$ cat src/rtl/tgt_pkg.sv
// Shared types and constants for the triangle grid tessellator.
`timescale 1ns / 1ps
`default_nettype none

package tgt_pkg;

    localparam int LVL_W     = 4;
    localparam int COORD_W   = 9;
    localparam int IDX_W     = 16;
    localparam int FRAC_BITS = 8;

    localparam logic [1:0] PH_VERT  = 2'd0;
    localparam logic [1:0] PH_TRI_A = 2'd1;
    localparam logic [1:0] PH_TRI_B = 2'd2;
    localparam logic [1:0] PH_DONE  = 2'd3;

    localparam logic KIND_VERT = 1'b0;
    localparam logic KIND_TRI  = 1'b1;

    typedef struct packed {
        logic               item_kind;
        logic [COORD_W-1:0] coord_u;
        logic [COORD_W-1:0] coord_v;
        logic [IDX_W-1:0]   index_a;
        logic [IDX_W-1:0]   index_b;
        logic [IDX_W-1:0]   index_c;
        logic               last;
    } t_result;

endpackage

`default_nettype wire

$ cat src/rtl/tgt_seq.sv
// Patch sequencer: grid counters, row bases and the word computed per step.
`timescale 1ns / 1ps
`default_nettype none

module tgt_seq import tgt_pkg::*; #(
    parameter int MAX_LEVEL = 8
) (
    input  wire logic             i_clk,
    input  wire logic             i_rst_n,
    input  wire logic             i_cfg_we,
    input  wire logic [LVL_W-1:0] i_cfg_data,
    input  wire logic             i_step,
    input  wire logic             i_restart,
    output logic                  o_res_valid,
    output t_result               o_res
);

    localparam int CW = MAX_LEVEL + 1;

    logic [LVL_W-1:0] r_cfg_level;
    logic [LVL_W-1:0] r_level, n_level;
    logic [CW-1:0]    r_row, n_row;
    logic [CW-1:0]    r_col, n_col;
    logic [1:0]       r_phase, n_phase;
    logic [IDX_W-1:0] r_row_base, n_row_base;
    logic [IDX_W-1:0] r_next_base, n_next_base;

    logic [LVL_W-1:0] e_level;
    logic [CW-1:0]    e_row, e_col;
    logic [1:0]       e_phase;
    logic [IDX_W-1:0] e_rb, e_nrb;

    logic [CW-1:0]    seg_cnt, rem, col_inc, row_inc, base_step;
    logic [LVL_W-1:0] shift;
    logic             cell_end, patch_end;

    always_comb begin
        if (i_restart) begin
            e_level = (r_cfg_level > LVL_W'(MAX_LEVEL)) ? LVL_W'(MAX_LEVEL) : r_cfg_level;
            e_row   = '0;
            e_col   = '0;
            e_phase = PH_VERT;
            e_rb    = '0;
            e_nrb   = '0;
        end else begin
            e_level = r_level;
            e_row   = r_row;
            e_col   = r_col;
            e_phase = r_phase;
            e_rb    = r_row_base;
            e_nrb   = r_next_base;
        end
    end

    assign seg_cnt   = CW'(1) << e_level;
    assign rem       = seg_cnt - e_row;
    assign col_inc   = e_col + CW'(1);
    assign row_inc   = e_row + CW'(1);
    assign base_step = seg_cnt - row_inc + CW'(1);
    assign shift     = LVL_W'(FRAC_BITS) - e_level;
    assign cell_end  = (col_inc >= rem);
    assign patch_end = (row_inc >= seg_cnt);

    always_comb begin
        n_level     = e_level;
        n_row       = e_row;
        n_col       = e_col;
        n_phase     = e_phase;
        n_row_base  = e_rb;
        n_next_base = e_nrb;
        o_res       = '0;
        o_res_valid = (e_phase != PH_DONE);

        unique case (e_phase)
            PH_VERT: begin
                o_res.item_kind = KIND_VERT;
                o_res.coord_u   = COORD_W'(e_row) << shift;
                o_res.coord_v   = COORD_W'(e_col) << shift;
                if (e_col < rem) begin
                    n_col = col_inc;
                end else begin
                    n_row = row_inc;
                    n_col = '0;
                    if (row_inc > seg_cnt) begin
                        n_row       = '0;
                        n_row_base  = '0;
                        n_next_base = IDX_W'(seg_cnt) + IDX_W'(1);
                        n_phase     = PH_TRI_A;
                    end
                end
            end
            PH_TRI_A, PH_TRI_B: begin
                o_res.item_kind = KIND_TRI;
                if (e_phase == PH_TRI_A) begin
                    o_res.index_a = e_rb + IDX_W'(e_col);
                    o_res.index_b = e_nrb + IDX_W'(e_col);
                    o_res.index_c = e_rb + IDX_W'(col_inc);
                end else begin
                    o_res.index_a = e_nrb + IDX_W'(e_col);
                    o_res.index_b = e_nrb + IDX_W'(col_inc);
                    o_res.index_c = e_rb + IDX_W'(col_inc);
                end
                if (e_phase == PH_TRI_A && !cell_end) begin
                    n_phase = PH_TRI_B;
                end else if (cell_end) begin
                    n_row = row_inc;
                    n_col = '0;
                    if (patch_end) begin
                        n_phase    = PH_DONE;
                        o_res.last = 1'b1;
                    end else begin
                        n_row_base  = e_nrb;
                        n_next_base = e_nrb + IDX_W'(base_step);
                        n_phase     = PH_TRI_A;
                    end
                end else begin
                    n_col   = col_inc;
                    n_phase = PH_TRI_A;
                end
            end
            PH_DONE: begin
                o_res_valid = 1'b0;
            end
        endcase
    end

    always_ff @(posedge i_clk) begin
        if (!i_rst_n) begin
            r_cfg_level <= '0;
            r_level     <= '0;
            r_row       <= '0;
            r_col       <= '0;
            r_phase     <= PH_DONE;
            r_row_base  <= '0;
            r_next_base <= '0;
        end else begin
            if (i_cfg_we) begin
                r_cfg_level <= i_cfg_data;
            end
            if (i_step) begin
                r_level     <= n_level;
                r_row       <= n_row;
                r_col       <= n_col;
                r_phase     <= n_phase;
                r_row_base  <= n_row_base;
                r_next_base <= n_next_base;
            end
        end
    end

endmodule

`default_nettype wire

$ cat src/rtl/tgt_out_reg.sv
// Output register stage for result words, with flow control towards the input side.
`timescale 1ns / 1ps
`default_nettype none

module tgt_out_reg import tgt_pkg::*; (
    input  wire logic    i_clk,
    input  wire logic    i_rst_n,
    input  wire logic    i_load,
    input  wire logic    i_res_valid,
    input  wire t_result i_res,
    input  wire logic    i_out_ready,
    output logic         o_can_load,
    output logic         o_out_valid,
    output t_result      o_res
);

    logic    r_valid;
    t_result r_res;

    assign o_can_load  = !r_valid || i_out_ready;
    assign o_out_valid = r_valid;
    assign o_res       = r_res;

    always_ff @(posedge i_clk) begin
        if (!i_rst_n) begin
            r_valid <= 1'b0;
        end else if (i_load) begin
            r_valid <= i_res_valid;
        end else if (i_out_ready) begin
            r_valid <= 1'b0;
        end
    end

    always_ff @(posedge i_clk) begin
        if (i_load && i_res_valid) begin
            r_res <= i_res;
        end
    end

endmodule

`default_nettype wire

$ cat src/rtl/triangle_grid_tessellator_top.sv
// Top level of the uniform triangle grid tessellator.
// A result word is registered and is valid in the cycle after its input word is accepted.
// Throughput: one word per cycle while input ready is high; the sequencer updates all counters in one step.
// Input ready drops only while a result word is held and not taken downstream.
// Reset (synchronous, active low) clears the level and leaves the patch finished:
// no result is produced until a word with restart set is accepted.
`timescale 1ns / 1ps
`default_nettype none

module triangle_grid_tessellator_top import tgt_pkg::*; #(
    parameter int MAX_LEVEL = 8
) (
    input  wire logic               i_clk,
    input  wire logic               i_rst_n,
    input  wire logic               i_cfg_we,
    input  wire logic [LVL_W-1:0]   i_cfg_data,
    input  wire logic               i_in_valid,
    output logic                    o_in_ready,
    input  wire logic               i_restart,
    output logic                    o_out_valid,
    input  wire logic               i_out_ready,
    output logic                    o_item_kind,
    output logic [COORD_W-1:0]      o_coord_u,
    output logic [COORD_W-1:0]      o_coord_v,
    output logic [IDX_W-1:0]        o_index_a,
    output logic [IDX_W-1:0]        o_index_b,
    output logic [IDX_W-1:0]        o_index_c,
    output logic                    o_last
);

    logic    step;
    logic    res_valid;
    t_result res;
    t_result out_res;

    assign step = i_in_valid && o_in_ready;

    tgt_seq #(
        .MAX_LEVEL(MAX_LEVEL)
    ) u_seq (
        .i_clk       (i_clk),
        .i_rst_n     (i_rst_n),
        .i_cfg_we    (i_cfg_we),
        .i_cfg_data  (i_cfg_data),
        .i_step      (step),
        .i_restart   (i_restart),
        .o_res_valid (res_valid),
        .o_res       (res)
    );

    tgt_out_reg u_out (
        .i_clk       (i_clk),
        .i_rst_n     (i_rst_n),
        .i_load      (step),
        .i_res_valid (res_valid),
        .i_res       (res),
        .i_out_ready (i_out_ready),
        .o_can_load  (o_in_ready),
        .o_out_valid (o_out_valid),
        .o_res       (out_res)
    );

    assign o_item_kind = out_res.item_kind;
    assign o_coord_u   = out_res.coord_u;
    assign o_coord_v   = out_res.coord_v;
    assign o_index_a   = out_res.index_a;
    assign o_index_b   = out_res.index_b;
    assign o_index_c   = out_res.index_c;
    assign o_last      = out_res.last;

endmodule

`default_nettype wire

$ cat config.mk
export PLATFORM = sky130hd
export DESIGN_NAME = triangle_grid_tessellator_top
export DESIGN_NICKNAME = d
export VERILOG_FILES = /design/src/rtl/tgt_pkg.sv /design/src/rtl/tgt_seq.sv /design/src/rtl/tgt_out_reg.sv /design/src/rtl/triangle_grid_tessellator_top.sv
export SDC_FILE = /design/constraint.sdc
export NUM_CORES = 1
export LEC_CHECK = 0
export BUFFER_PORTS_ARGS = -buffer_cell sky130_fd_sc_hd__clkbuf_2
export CAP_MARGIN = 20
export CORE_UTILIZATION = 40
export DETAILED_ROUTE_END_ITERATION = 8
export MAX_ROUTING_LAYER = met4
export PLACE_DENSITY = 0.58
export SETUP_SLACK_MARGIN = 0.4
export SLEW_MARGIN = 20
export SYNTH_ARGS = -nofsm -noshare
export SYNTH_HDL_FRONTEND = slang
export SYNTH_SLANG_ARGS = --single-unit
$ cat constraint.sdc
create_clock -name i_clk -period 13.3 [get_ports i_clk]
set_input_delay 2.66 -clock i_clk [delete_from_list [all_inputs] [get_ports i_clk]]
set_output_delay 2.66 -clock i_clk [all_outputs]
set_load 0.01 [all_outputs]
==> metrics <==
leakage around 4.8 nW; Post-synth top cells nor2_1, ha_1, nand2_1, a21oi_1, edfxtp_1; setup TNS 0 ns; overall power 1.25 mW; CP Class in2reg; initial antenna violation count 0; core area 26000 sq um; crit path max fanout 39; num rows just under 60; post-CTS sizing 0; drt initial violations 888; syn nets roughly 1300; Final setup viols 0; die height between 150 and 200 um; Final #Nets 1382; Clock Skews approximately 0.013 ns; post-DP HPWL 24300 um; H-tree levels 4; final hold vios 0; largest net degree at the start of global routing 80; # DRC 0; FILL cells 2555; CTS Hold Buffers Added 0; RSZ-0062 raised after global routing false; CTS Buffer Depth 2; Mapped Area 10500 sq um; io pins 80; clk_lat worst skew 0.44 ns; CTS root buf clkbuf_16; Max-Cap Viols 0; Slew HR a little under 30%; Die Area 27000 sq um; arrival time worst endpoint a little under 9 ns; Final period util a little over three fifths; setup bufs post-CTS 0; Post-synth EDFFs between 60 and 70; TritonCTS Buffers 17; Initial Util roughly two fifths; Hold Path Class reg2reg; status finished, final reports clean; CTS tree done; Worst Max-Slew Pin Slew 1.06 ns; vias in the first global route 8831; FMAX ~120 MHz; max-slew violations 0; Synth cell types 87; P per Cell Area 106 nW/um^2; CTS sink cnt around 130; Synth area leader edfxtp_1; layout cells sized above 1 around an eighth; asr flop ratio synth 0%; via count approximately 9400; DIE WIDTH around 160 um; leading post-synthesis cells by cell area edfxtp_1, ha_1, dfxtp_1; diode count 0; share of the synthesized area in the top cell type between 10% and 20%; synthesized area per cell around 8.7 sq um; Post-synth top flop edfxtp_1; final wirelength 32300 um; startpoint types input port; Critical Path RT 13.67 ns; Avg WL per Cell ~20 um; All-Layer GR Usage 25.3%; Reg clk slew, reported paths around 0.06 ns; sequential area share after synthesis a little under a third; Synth Register Bits roughly 130; global route total overflow 0; CP endpoint kind flop; most common cell in the synthesized netlist nor2_1; Layout area overhead 12.0%; minimum clock period around 8.4 ns; Post-Syn Instances ~1200; maximum vdd drop ~0.08 mV; Antenna Violating Nets Remaining 0; global-route wire length before repair approximately 50000 um; gpl congestion approximately 0.91; buffers added on ports about 80; warnings from Yosys 0; drt first pass iters 7; Vias/cell around 6
==> placed cells by master (no fill, tap or decap), types with 25 or more instances in the layout <==
| cell | n |
|---|---|
| a211oi_1 | 31 |
| a21oi_1 | 73 |
| clkbuf_2 | 79 |
| dfxtp_1 | 61 |
| edfxtp_1 | 68 |
| ha_1 | 105 |
| inv_1 | 50 |
| mux2i_1 | 26 |
| nand2_1 | 100 |
| nand3_1 | 39 |
| nor2_1 | 118 |
| nor2b_1 | 43 |
| nor3_1 | 25 |
| o21ai_0 | 53 |
| xnor2_1 | 59 |
==> registers in the layout, summed over array words and instances, names as in the netlist <==
register           cells
u_seq.r_phase          2
u_seq.r_next_base     16
u_seq.r_cfg_level      4
u_seq.r_col            9
u_out.o_out_valid      1
u_seq.r_row            9
u_seq.r_level          4
u_out.o_res           68
u_seq.r_row_base      16
==> metrics by stage <==
step	cell area (sq um)	instances	utilization (%)	setup WS, ns	hold WS, ns
final	11800	1609	45.5	4.93	0.470
after global routing	11800	1609	45.5	4.53	0.483
after CTS	11800	1609	45.5	5.08	0.471
after detailed placement	11200	1577	43.1	4.65	0.457
after global placement	11200	1577	43.1	4.84	0.447
after floorplan	10500	1209	-	6.13	0.431
==> metal layers <==
metal	wire length (um)	part of all wire [%]	GRT usage (%)	vias up
li1	-	-	-	4555
met1	14600	45	32.5	4486
met2	14600	45	39.3	347
met3	2050	6.4	4.39	56
met4	1050	3.3	9.64	0
met5	0	0	-	-
==> final cells by class <==
cell class                      count  area (sq um)  area share [%]
Clock buffer                       18           429            3.63
Multi-Input combinational cell    969          6850            57.9
Sequential cell                   129          3260            27.6
Clock inverter                     14           179            1.51
Inverter                           55           208            1.76
Timing Repair Buffer               89           470            3.98
Tap cell                          335           419            3.55
==> cell families after synthesis <==
kind of cell / after synthesis / share of synthesized area, %
adders and majority gates: 111 / 13.6
DFF: 129 / 30.9
xor gates and xnor gates: 80 / 6.72
AOI/OAI and AO/OA: 333 / 22.2
and+or+nand+nor: 415 / 19.3
buffers and inverters: 111 / 4.20
muxes: 30 / 3.00
==> critical path: stages <==
cell       delay [ns]
clkbuf_2         0.07
buf_4            0.36
inv_1            0.13
buf_4            0.28
a21boi_1         0.32
ha_1             0.24
ha_1             0.22
nand2_1          0.13
ha_1             0.21
inv_1            0.09
fa_1             0.21
a21oi_1          0.09
nor4b_1          0.40
and3b_1          0.25
o221ai_1         0.19
a21oi_1          0.12
a21oi_1          0.18
xnor2_1          0.19
ha_1             0.32
a2111o_1         0.37
o2111ai_1        0.27
nand2_1          0.23
a311oi_2         0.66
nand2b_1         0.30
a32o_1           0.19
==> worst paths after layout <==
check                                         from  cells past startpoint                                  to  slack [ns]
setup reg to reg     u_seq.r_level[0]$_SDFFE_PN0P_                     21  u_seq.r_next_base[13]$_SDFFE_PN0P_        7.17
hold reg to reg   u_seq.r_row_base[3]$_SDFFE_PN0P_                      1    u_seq.r_row_base[3]$_SDFFE_PN0P_        0.47
hold / removal    u_seq.r_row_base[3]$_SDFFE_PN0P_                      1    u_seq.r_row_base[3]$_SDFFE_PN0P_        0.47
setup / recovery                         i_restart                     25  u_seq.r_next_base[13]$_SDFFE_PN0P_        4.93
==> power by group <==
part	switching, mW	total, mW	leakage [nW]	internal (mW)
Combinational	0.196	0.293	3.33	0.0969
Clock	0.206	0.504	0.288	0.298
Sequential	0.0114	0.453	1.17	0.442
No activity file was read; power rests on OpenSTA's default activity.
